**src/rtl/pfx_pkg.sv**
```systemverilog
`timescale 1ns / 1ps
`default_nettype none

package pfx_pkg;

  // ASCII codes of the characters the evaluator acts on.
  localparam logic [7:0] CH_0     = 8'h30;
  localparam logic [7:0] CH_9     = 8'h39;
  localparam logic [7:0] CH_STAR  = 8'h2A;
  localparam logic [7:0] CH_PLUS  = 8'h2B;
  localparam logic [7:0] CH_MINUS = 8'h2D;
  localparam logic [7:0] CH_SLASH = 8'h2F;
  localparam logic [7:0] CH_CARET = 8'h5E;
  localparam logic [7:0] CH_GT    = 8'h3E;
  localparam logic [7:0] CH_LT    = 8'h3C;
  localparam logic [7:0] CH_EQ    = 8'h3D;
  localparam logic [7:0] CH_AMP   = 8'h26;
  localparam logic [7:0] CH_BAR   = 8'h7C;

  // Result status codes.
  localparam logic [1:0] ST_OK    = 2'd0;
  localparam logic [1:0] ST_UNDER = 2'd1;
  localparam logic [1:0] ST_OVER  = 2'd2;
  localparam logic [1:0] ST_DIVZ  = 2'd3;

  // Sequencer states, one-hot.
  typedef enum logic [10:0] {
    S_IDLE  = 11'b000_0000_0001,
    S_DEC   = 11'b000_0000_0010,
    S_RDB   = 11'b000_0000_0100,
    S_RDA   = 11'b000_0000_1000,
    S_SETUP = 11'b000_0001_0000,
    S_EXEC  = 11'b000_0010_0000,
    S_WB    = 11'b000_0100_0000,
    S_TAIL  = 11'b000_1000_0000,
    S_RDT   = 11'b001_0000_0000,
    S_EMIT  = 11'b010_0000_0000,
    S_SPARE = 11'b100_0000_0000
  } state_t;

endpackage

`default_nettype wire

```
**src/rtl/pfx_ram.sv**
```systemverilog
`timescale 1ns / 1ps
`default_nettype none

module pfx_ram #(
  parameter int WIDTH = 8,
  parameter int DEPTH = 128
) (
  input  wire logic                     clk,
  input  wire logic                     we,
  input  wire logic [$clog2(DEPTH)-1:0] waddr,
  input  wire logic [WIDTH-1:0]         wdata,
  input  wire logic                     re,
  input  wire logic [$clog2(DEPTH)-1:0] raddr,
  output      logic [WIDTH-1:0]         rdata
);

  logic [WIDTH-1:0] mem [DEPTH];

  // One write port and one registered read port.
  always_ff @(posedge clk) begin
    if (we) begin
      mem[waddr] <= wdata;
    end
    if (re) begin
      rdata <= mem[raddr];
    end
  end

endmodule

`default_nettype wire

```
**src/rtl/postfix_expression_evaluator.sv**
```systemverilog
`timescale 1ns / 1ps
`default_nettype none

// Channel  Direction  Handshake           Beat contents
// in       into       in_valid/in_ready   symbol[7:0], last
// out      out of     out_valid/out_ready value[7:0] (signed), status[1:0]
//
// One input beat is taken when the sequencer is idle. An ignored character and a
// digit pass through decode and tail; an operator reads b and a, computes and writes
// back, with eight restoring steps on the trial subtractor for division and two
// passes of the shared 8x8 multiplier per exponent bit for ^; a last beat also reads
// the top of a non-empty stack and waits while the output register is still full.
// Reset clears the stack count, the sticky status and the output valid flag.
// A stalled output holds the sequencer in its emit state; the stack lives in one RAM.

module postfix_expression_evaluator #(
  parameter int STACK_DEPTH = 128
) (
  input  wire logic              clk,
  input  wire logic              rst,
  input  wire logic              in_valid,
  output      logic              in_ready,
  input  wire logic [7:0]        symbol,
  input  wire logic              last,
  output      logic              out_valid,
  input  wire logic              out_ready,
  output      logic signed [7:0] value,
  output      logic [1:0]        status
);

  localparam int AW = (STACK_DEPTH > 1) ? $clog2(STACK_DEPTH) : 1;
  localparam int CW = $clog2(STACK_DEPTH + 1);

  pfx_pkg::state_t state;

  // Control registers.
  logic [CW-1:0] count;
  logic [1:0]    sticky;

  // Datapath registers.
  logic [7:0]        sym;
  logic              lst;
  logic signed [7:0] opb;
  logic [7:0]        acc;
  logic [7:0]        base;
  logic [6:0]        expo;
  logic [7:0]        rem;
  logic [7:0]        quo;
  logic [2:0]        iter;
  logic              phase;
  logic              neg;
  logic [7:0]        res;

  // Stack memory signals.
  logic          ram_we;
  logic [AW-1:0] ram_waddr;
  logic [7:0]    ram_wdata;
  logic          ram_re;
  logic [AW-1:0] ram_raddr;
  logic [7:0]    ram_rdata;

  // Shared 8x8 multiplier and a 9-bit trial subtractor for division.
  logic [7:0]  mul_x;
  logic [7:0]  mul_y;
  logic [15:0] prod;
  logic [8:0]  trial;
  logic        fits;
  logic [8:0]  diff;
  logic [7:0]  q_new;

  logic signed [7:0] a_in;
  logic              is_digit;
  logic              is_op;

  logic [CW-1:0] cnt_m1;
  logic [CW-1:0] cnt_m2;

  assign cnt_m1 = count - CW'(1);
  assign cnt_m2 = count - CW'(2);

  assign in_ready = (state == pfx_pkg::S_IDLE);

  pfx_ram #(
    .WIDTH (8),
    .DEPTH (STACK_DEPTH)
  ) u_stack (
    .clk   (clk),
    .we    (ram_we),
    .waddr (ram_waddr),
    .wdata (ram_wdata),
    .re    (ram_re),
    .raddr (ram_raddr),
    .rdata (ram_rdata)
  );

  // Character class of the held symbol.
  assign is_digit = (sym >= pfx_pkg::CH_0) && (sym <= pfx_pkg::CH_9);
  assign is_op = (sym == pfx_pkg::CH_PLUS) || (sym == pfx_pkg::CH_MINUS) ||
                 (sym == pfx_pkg::CH_STAR) || (sym == pfx_pkg::CH_SLASH) ||
                 (sym == pfx_pkg::CH_CARET) || (sym == pfx_pkg::CH_GT) ||
                 (sym == pfx_pkg::CH_LT) || (sym == pfx_pkg::CH_EQ) ||
                 (sym == pfx_pkg::CH_AMP) || (sym == pfx_pkg::CH_BAR);

  assign a_in = $signed(ram_rdata);

  // Operand selection for the shared multiplier.
  always_comb begin
    mul_x = ram_rdata;
    mul_y = opb;
    if (state == pfx_pkg::S_EXEC) begin
      if (!phase) begin
        mul_x = acc;
        mul_y = base;
      end else begin
        mul_x = base;
        mul_y = base;
      end
    end
  end

  assign prod = mul_x * mul_y;

  // One restoring division step; base holds the divisor magnitude.
  assign trial = {rem, quo[7]};
  assign fits  = trial >= {1'b0, base};
  assign diff  = trial - {1'b0, base};
  assign q_new = {quo[6:0], fits};

  // Stack memory access by state.
  always_comb begin
    ram_we    = 1'b0;
    ram_waddr = count[AW-1:0];
    ram_wdata = sym - pfx_pkg::CH_0;
    ram_re    = 1'b0;
    ram_raddr = cnt_m1[AW-1:0];
    case (state)
      pfx_pkg::S_DEC: begin
        ram_we = is_digit && (count < CW'(STACK_DEPTH));
      end
      pfx_pkg::S_RDB: begin
        ram_re = 1'b1;
      end
      pfx_pkg::S_RDA: begin
        ram_re    = 1'b1;
        ram_raddr = cnt_m2[AW-1:0];
      end
      pfx_pkg::S_WB: begin
        ram_we    = 1'b1;
        ram_waddr = cnt_m2[AW-1:0];
        ram_wdata = acc;
      end
      pfx_pkg::S_TAIL: begin
        ram_re = lst && (count != '0);
      end
      default: begin
        ram_we = 1'b0;
      end
    endcase
  end

  // Sequencer and datapath.
  always_ff @(posedge clk) begin
    if (rst) begin
      state     <= pfx_pkg::S_IDLE;
      count     <= '0;
      sticky    <= pfx_pkg::ST_OK;
      out_valid <= 1'b0;
    end else begin
      if (out_valid && out_ready && (state != pfx_pkg::S_EMIT)) begin
        out_valid <= 1'b0;
      end
      case (state)
        pfx_pkg::S_IDLE: begin
          if (in_valid) begin
            sym   <= symbol;
            lst   <= last;
            state <= pfx_pkg::S_DEC;
          end
        end

        // Push a digit, start an operator, or pass over anything else.
        pfx_pkg::S_DEC: begin
          state <= pfx_pkg::S_TAIL;
          if (is_digit) begin
            if (count < CW'(STACK_DEPTH)) begin
              count <= count + CW'(1);
            end else if (sticky == pfx_pkg::ST_OK) begin
              sticky <= pfx_pkg::ST_OVER;
            end
          end else if (is_op) begin
            if (count < CW'(2)) begin
              if (sticky == pfx_pkg::ST_OK) begin
                sticky <= pfx_pkg::ST_UNDER;
              end
            end else begin
              state <= pfx_pkg::S_RDB;
            end
          end
        end

        pfx_pkg::S_RDB: begin
          state <= pfx_pkg::S_RDA;
        end

        // Read data now holds b.
        pfx_pkg::S_RDA: begin
          opb   <= $signed(ram_rdata);
          state <= pfx_pkg::S_SETUP;
        end

        // Read data now holds a; finish short operators or set up iterations.
        pfx_pkg::S_SETUP: begin
          state <= pfx_pkg::S_WB;
          case (sym)
            pfx_pkg::CH_PLUS:  acc <= a_in + opb;
            pfx_pkg::CH_MINUS: acc <= a_in - opb;
            pfx_pkg::CH_STAR:  acc <= prod[7:0];
            pfx_pkg::CH_GT:    acc <= {7'd0, a_in > opb};
            pfx_pkg::CH_LT:    acc <= {7'd0, a_in < opb};
            pfx_pkg::CH_EQ:    acc <= {7'd0, a_in == opb};
            pfx_pkg::CH_AMP:   acc <= {7'd0, (a_in != 8'sd0) && (opb != 8'sd0)};
            pfx_pkg::CH_CARET: begin
              acc   <= 8'd1;
              base  <= ram_rdata;
              expo  <= opb[6:0];
              phase <= 1'b0;
              if (opb > 8'sd0) begin
                state <= pfx_pkg::S_EXEC;
              end
            end
            pfx_pkg::CH_SLASH: begin
              if (opb == 8'sd0) begin
                acc <= 8'd0;
                if (sticky == pfx_pkg::ST_OK) begin
                  sticky <= pfx_pkg::ST_DIVZ;
                end
              end else begin
                quo   <= a_in[7] ? 8'(-a_in) : ram_rdata;
                base  <= opb[7] ? 8'(-opb) : opb;
                rem   <= 8'd0;
                iter  <= 3'd0;
                neg   <= a_in[7] ^ opb[7];
                state <= pfx_pkg::S_EXEC;
              end
            end
            default: acc <= {7'd0, (a_in != 8'sd0) || (opb != 8'sd0)};
          endcase
        end

        // Iterate: square-and-multiply for ^, restoring steps for /.
        pfx_pkg::S_EXEC: begin
          if (sym == pfx_pkg::CH_CARET) begin
            if (!phase) begin
              if (expo[0]) begin
                acc <= prod[7:0];
              end
              phase <= 1'b1;
            end else begin
              base  <= prod[7:0];
              expo  <= {1'b0, expo[6:1]};
              phase <= 1'b0;
              if (expo[6:1] == 6'd0) begin
                state <= pfx_pkg::S_WB;
              end
            end
          end else begin
            quo  <= q_new;
            rem  <= fits ? diff[7:0] : trial[7:0];
            iter <= iter + 3'd1;
            if (iter == 3'd7) begin
              acc   <= neg ? 8'(8'd0 - q_new) : q_new;
              state <= pfx_pkg::S_WB;
            end
          end
        end

        // Result replaces a; the stack shrinks by one.
        pfx_pkg::S_WB: begin
          count <= cnt_m1;
          state <= pfx_pkg::S_TAIL;
        end

        // End of the character; a last beat fetches the top.
        pfx_pkg::S_TAIL: begin
          if (!lst) begin
            state <= pfx_pkg::S_IDLE;
          end else if (count == '0) begin
            res <= 8'd0;
            if (sticky == pfx_pkg::ST_OK) begin
              sticky <= pfx_pkg::ST_UNDER;
            end
            state <= pfx_pkg::S_EMIT;
          end else begin
            state <= pfx_pkg::S_RDT;
          end
        end

        pfx_pkg::S_RDT: begin
          res   <= ram_rdata;
          state <= pfx_pkg::S_EMIT;
        end

        // Load the output register once it is free, then clear the expression.
        pfx_pkg::S_EMIT: begin
          if (!out_valid || out_ready) begin
            out_valid <= 1'b1;
            value     <= $signed(res);
            status    <= sticky;
            count     <= '0;
            sticky    <= pfx_pkg::ST_OK;
            state     <= pfx_pkg::S_IDLE;
          end
        end

        default: begin
          state <= pfx_pkg::S_IDLE;
        end
      endcase
    end
  end

endmodule

`default_nettype wire
```
**config.mk**
```make
export PLATFORM = sky130hd
export DESIGN_NAME = postfix_expression_evaluator
export DESIGN_NICKNAME = d
export VERILOG_FILES = /design/src/rtl/pfx_pkg.sv /design/src/rtl/pfx_ram.sv /design/src/rtl/postfix_expression_evaluator.sv
export SDC_FILE = /design/constraint.sdc
export NUM_CORES = 2
export LEC_CHECK = 0
export ABC_AREA = 1
export BUFFER_PORTS_ARGS = -buffer_cell sky130_fd_sc_hd__clkbuf_2
export CELL_PAD_IN_SITES_DETAIL_PLACEMENT = 1
export CELL_PAD_IN_SITES_GLOBAL_PLACEMENT = 2
export CORE_MARGIN = 3
export CORE_UTILIZATION = 46
export CTS_CLUSTER_DIAMETER = 40
export DETAILED_ROUTE_END_ITERATION = 10
export GPL_ROUTABILITY_DRIVEN = 0
export PLACE_DENSITY = 0.84
export SLEW_MARGIN = 20
export SYNTH_ARGS = -nofsm -noshare
export SYNTH_HDL_FRONTEND = slang
export SYNTH_HIERARCHICAL = 1
export SYNTH_SLANG_ARGS = --single-unit
```
**constraint.sdc**
```tcl
create_clock -name clk -period 17.75 [get_ports clk]
set_clock_uncertainty 0.1 [all_clocks]
set_input_delay 5.325 -clock clk [delete_from_list [all_inputs] [get_ports clk]]
set_output_delay 5.325 -clock clk [all_outputs]
set_load 0.03 [all_outputs]
```
Word level (Yosys, flattened, before mapping):

Memories as Yosys holds them, arrays and structs flattened. A register that Yosys moved wholly into a read port is not among the register bits.
Cells that the tools add are included.

* memory bits (writable): 1024
* output and inout port bits: 12
* memories: 1
* word-level logic and storage cells: 218
* register bits after elaboration: 101
* bits of input ports: 13

Memories
* u_stack.mem: words 128, width 8, read ports 1, clocked after Yosys merged registers in 1, wr ports 1, RTL line pfx_ram.sv:17 `logic [WIDTH-1:0] mem [DEPTH];`

* multipliers: 1
* add/sub/neg operators: 11
* bitwise gates (word level): 3
* order comparisons: 8
* eq/ne operators: 49
* reductions and logical operators: 43
* muxes and demuxes: 84

Operators with widths (number)
* 8-bit 2-to-1 mux: 30
* 11-bit one-hot mux with 10 select lines: 1
* 8-bit one-hot mux with 2 select lines: 6
* 8-bit one-hot mux with 9 select lines: 1
* 11-bit 2-to-1 mux: 6
* 8-bit by 6-bit equality test with 1-bit output, second input constant: 8
* 7-bit 2-to-1 mux: 7
* 3-bit inequality test, second input constant: 10
* 7-bit one-hot mux with 2 select lines: 2
* 2-bit inequality test, second input constant: 13
* 2-bit 2-to-1 mux: 12
* 8-bit one-hot mux with 3 select lines: 1
* 8-bit nonzero test: 3
* 10-bit 2-to-1 mux: 2
* 8-bit by 7-bit equality test with 1-bit output, second input constant: 2
* 8-bit logical NOT: 2
* 8-bit negator: 2
* 4-bit AND reduction: 4
* 8-bit subtractor: 2
* 5-bit AND reduction: 3
* 6-bit AND reduction: 2
* 11-bit by 1-bit equality test with 1-bit output, second input constant: 1
* 11-bit by 10-bit equality test with 1-bit output, second input constant: 1
* 11-bit by 2-bit equality test with 1-bit output, second input constant: 1
* 48 further kinds: 77

Logic depth before layout (Yosys ltp):

* word-level depth: 13
* mapped depth: 35
* mapped depth without buffers: 34

Modules after synthesis:

Netlist, hierarchy kept.

Modules (own cells, without submodules)
* pfx_ram: times used 1, seq. area each 30989.7 um^2, area each 42184.2 um^2, cells an instance 3575
* postfix_expression_evaluator: times used 1, seq. area each 2792.7 um^2, area each 8149.1 um^2, cells an instance 1067

Worst setup path after synthesis:

Ideal clock, no wire load.

* path type: register to register
* from: register state[0]
* to: memory u_stack.mem[0][1], data pin
* data arrival time: 6.365 ns
* required time: 16.453 ns
* period minus slack after synthesis: 7.662 ns
* setup slack: 10.088 ns
* library setup time: 1.197 ns
* path buffers: 2
* stages on the path, launching flop included: 9
* cells stage by stage: dfxtp_1 nor2_4 nand2_4 inv_1 nand4_1 buf_2 clkinv_1 clkbuf_1 o21ai_0

* word-level cells in the longest chain between the ends: 2

Ends and longest elaborated chain
* start: declaration: RTL line postfix_expression_evaluator.sv:34 `pfx_pkg::state_t state;`
* start signal: assignment: RTL line postfix_expression_evaluator.sv:164 `state <= pfx_pkg::S_IDLE;`
* start signal: assignment: RTL line postfix_expression_evaluator.sv:177 `state <= pfx_pkg::S_DEC;`
* start signal: assignment: RTL line postfix_expression_evaluator.sv:183 `state <= pfx_pkg::S_TAIL;`
* 11-bit by 7-bit equality test with 1-bit output: RTL line postfix_expression_evaluator.sv:136 `case (state)`
* 8-bit 2-to-1 mux: RTL line postfix_expression_evaluator.sv:136
* named net ram_wdata[1]: RTL line postfix_expression_evaluator.sv:57 `logic [7:0] ram_wdata;`
* end: declaration: RTL line pfx_ram.sv:17

The timed path passes the listed nets, and every way through them passes these cells.

Worst setup path in the final report:

* from: register state[9]
* to: output in_ready

* word-level cells in the longest chain between the ends: 1

Ends and longest elaborated chain
* 11-bit by 1-bit equality test with 1-bit output: RTL line postfix_expression_evaluator.sv:81 `assign in_ready = (state == pfx_pkg::S_IDLE);`
* end: declaration: RTL line postfix_expression_evaluator.sv:22 `output logic in_ready,`

Every way passes these cells.

==> results.json <==
{
  "setup_ws_ps": 10180,
  "hold_buffers": 0,
  "port_buffers": 24,
  "io_pins": 25,
  "synthesis.nets": 4723,
  "slew_violations": 0,
  "routedWlPerCell_um": 24.3,
  "routed-via-count": 35400,
  "rrSetupSlack_ps": 11560,
  "arrival_ps": 2150,
  "grt_max_degree": 172,
  "avgSynthCellArea_um2": 10.8,
  "drive_above_1_share_pct": 8.73,
  "insertion_delay_ps": 750,
  "p_leak_nw": 20.7,
  "netlist_instances": 4642,
  "drt-total-wl_mm": 150,
  "grt_pass1_vias": 36300,
  "yosysSeqAreaShare_pct": 67.1,
  "crit_type": "reg -> out",
  "synth_edf_count": 1111,
  "timing.fmax_mhz": 132,
  "yosys-top-cells-area": "edfxtp_1 66%, nand2_1 11%, nand3_1 9.9%",
  "slew_headroom_pct": 23.9,
  "setup_violations": 0,
  "cpPeakStageDelay_ps": 360,
  "hp-class": "reg -> reg",
  "syn_to_final_growth_pct": 12.8,
  "cp_cell_sequence": "nor2_4 -> nand4_1 -> nor2_1 -> clkbuf_2",
  "yosys.area.top_type_share_pct": 66.3,
  "yosys.area.top_type": "edfxtp_1",
  "status": "finished, final reports clean",
  "worstPathRequired_ps": 12320,
  "synth_most_common_cell": "nand2_1",
  "drt-pass1-iter-count": 5,
  "powerDensity_nw_per_um2": 136,
  "cts_setup_buffers": 0,
  "initial_core_util_pct": 46.7,
  "finalHoldViolCount": 0,
  "yosys_warnings": 6,
  "synth_seq_cells": 1132,
  "cp-end-kind": "output port",
  "fillers": 11400,
  "critPathBufInv": 1,
  "viasPerCell": 5.73,
  "drt_iter0_markers": 3175,
  "cts_buffer_depth": 3,
  "ys.flop_type": "edfxtp_1",
  "async_flop_share_pct": 0,
  "cts_sinks": 1132,
  "cts_tree": "yes",
  "cts_max_level": 4,
  "critPathSlowestCell": "dfxtp_1",
  "fin_crit_ps": 7570,
  "dp_slack_ps": 10390,
  "path_max_fanout": 7,
  "clkSlewWorstSetupHoldPaths_ps": 60,
  "grt_use_total_pct": 26.4,
  "worst_pin_slew_ps": 1140,
  "rows": 120,
  "die_w_um": 337,
  "diodes": 0,
  "coreArea_um2": 108000,
  "netlist_area_um2": 50300,
  "crit_family": "simple AND/OR/NAND/NOR gates",
  "grt.overflow.total": 0,
  "cap_violations": 0,
  "hold_slack_ps": 324,
  "dieArea_um2": 113000,
  "finalSetupTns_ps": 0,
  "dieHeight_um": 337,
  "yosys-top-cells-count": "1424 x nand2_1, 1111 x edfxtp_1, 994 x nand3_1",
  "antenna_left": 0,
  "dp_hpwl_mm": 87.3,
  "irDropWorstVdd_uv": 102,
  "grt_first_pass_wirelength_mm": 225,
  "rsz0062_at_grt": "no",
  "final_nets": 4717,
  "timing.final.crit_share_pct": 42.7,
  "drc": 0,
  "cts_made_buffers": 155,
  "start_kind": "flop",
  "clockRootBuffer": "clkbuf_16",
  "ys_types": 52,
  "antenna_found_initial": 1,
  "post_cts_resized": 0
}
==> where the power goes <==
group	internal, mW	switching (mW)
logic	0.374	1.19
clock network	1.94	1.20
registers	3.01	0.0123
total	5.32	2.40
==> layout by cell type (no fill, tap or decap), types with 22 or more instances in the layout <==
master,Yosys,routed
a21oi_1,44,44
buf_4,40,60
clkbuf_16,0,159
clkbuf_2,0,24
clkinv_1,2,27
clkinvlp_4,0,22
edfxtp_1,1111,1111
ha_1,53,53
inv_1,192,191
nand2_1,1424,1423
nand3_1,994,994
nor2_1,235,235
nor3_1,40,40
o21ai_0,79,67
xor2_1,26,25
==> worst paths after layout <==
check,start,end,cells after the start
max,state[9],in_ready,4
min,res[6],value[6],0
max reg2reg,state[9],acc[7],32
min reg2reg,res[6],value[6],0
==> routing by layer <==
| metal | global-route usage, % | share of wire [%] | up-vias |
|---|---|---|---|
| met5 | 0 | 0 | - |
| met4 | 7.54 | 2.5 | 0 |
| met3 | 4.22 | 5.8 | 227 |
| li1 | - | - | 16200 |
| met2 | 44.3 | 49 | 1025 |
| met1 | 35.7 | 43 | 17900 |
==> through the flow <==
step / util, % / cells / total power, mW / cell area [um2]
2_1_floorplan: - / 4642 / 4.06 / 50300
3_3_place_gp: 47.7 / 5879 / 4.60 / 51400
3_5_place_dp: 47.7 / 5879 / 4.62 / 51400
4_1_cts: 52.6 / 6163 / 7.76 / 56700
5_1_grt: 52.7 / 6166 / 8.02 / 56800
6_report: 52.7 / 6166 / 7.72 / 56800
==> registers in the layout, indices dropped and copies added, names as in the netlist, 2 cells and up <==
signal and cells:
iter 3, expo 7, u_stack/mem 1024, acc 8
res 8, u_stack/rdata 8, sym 8, state 10
opb 8, status 2, sticky 2, value 8
quo 8, rem 8, count 8, base 8
==> layout make-up <==
cell class	instances	area, um2	area share, %
clock inverters	113	1240	2.19
flip-flops and latches	1132	33800	59.5
repair buffers	89	684	1.21
clock buffers	171	4020	7.09
inverters	206	802	1.41
multi-input cells	3052	14500	25.5
well taps	1403	1760	3.09
==> cells by family after synthesis <==
logic type | after synthesis | synth area share [%]
xor+xnor | 31 | 0.539
mux | 1 | 0.0199
fa+ha+maj | 68 | 1.91
buf+inv | 458 | 4.43
flops | 1132 | 67.1
simple gates | 2763 | 23.8
compound gates | 189 | 2.21
Power figures use the tool's default switching activity.
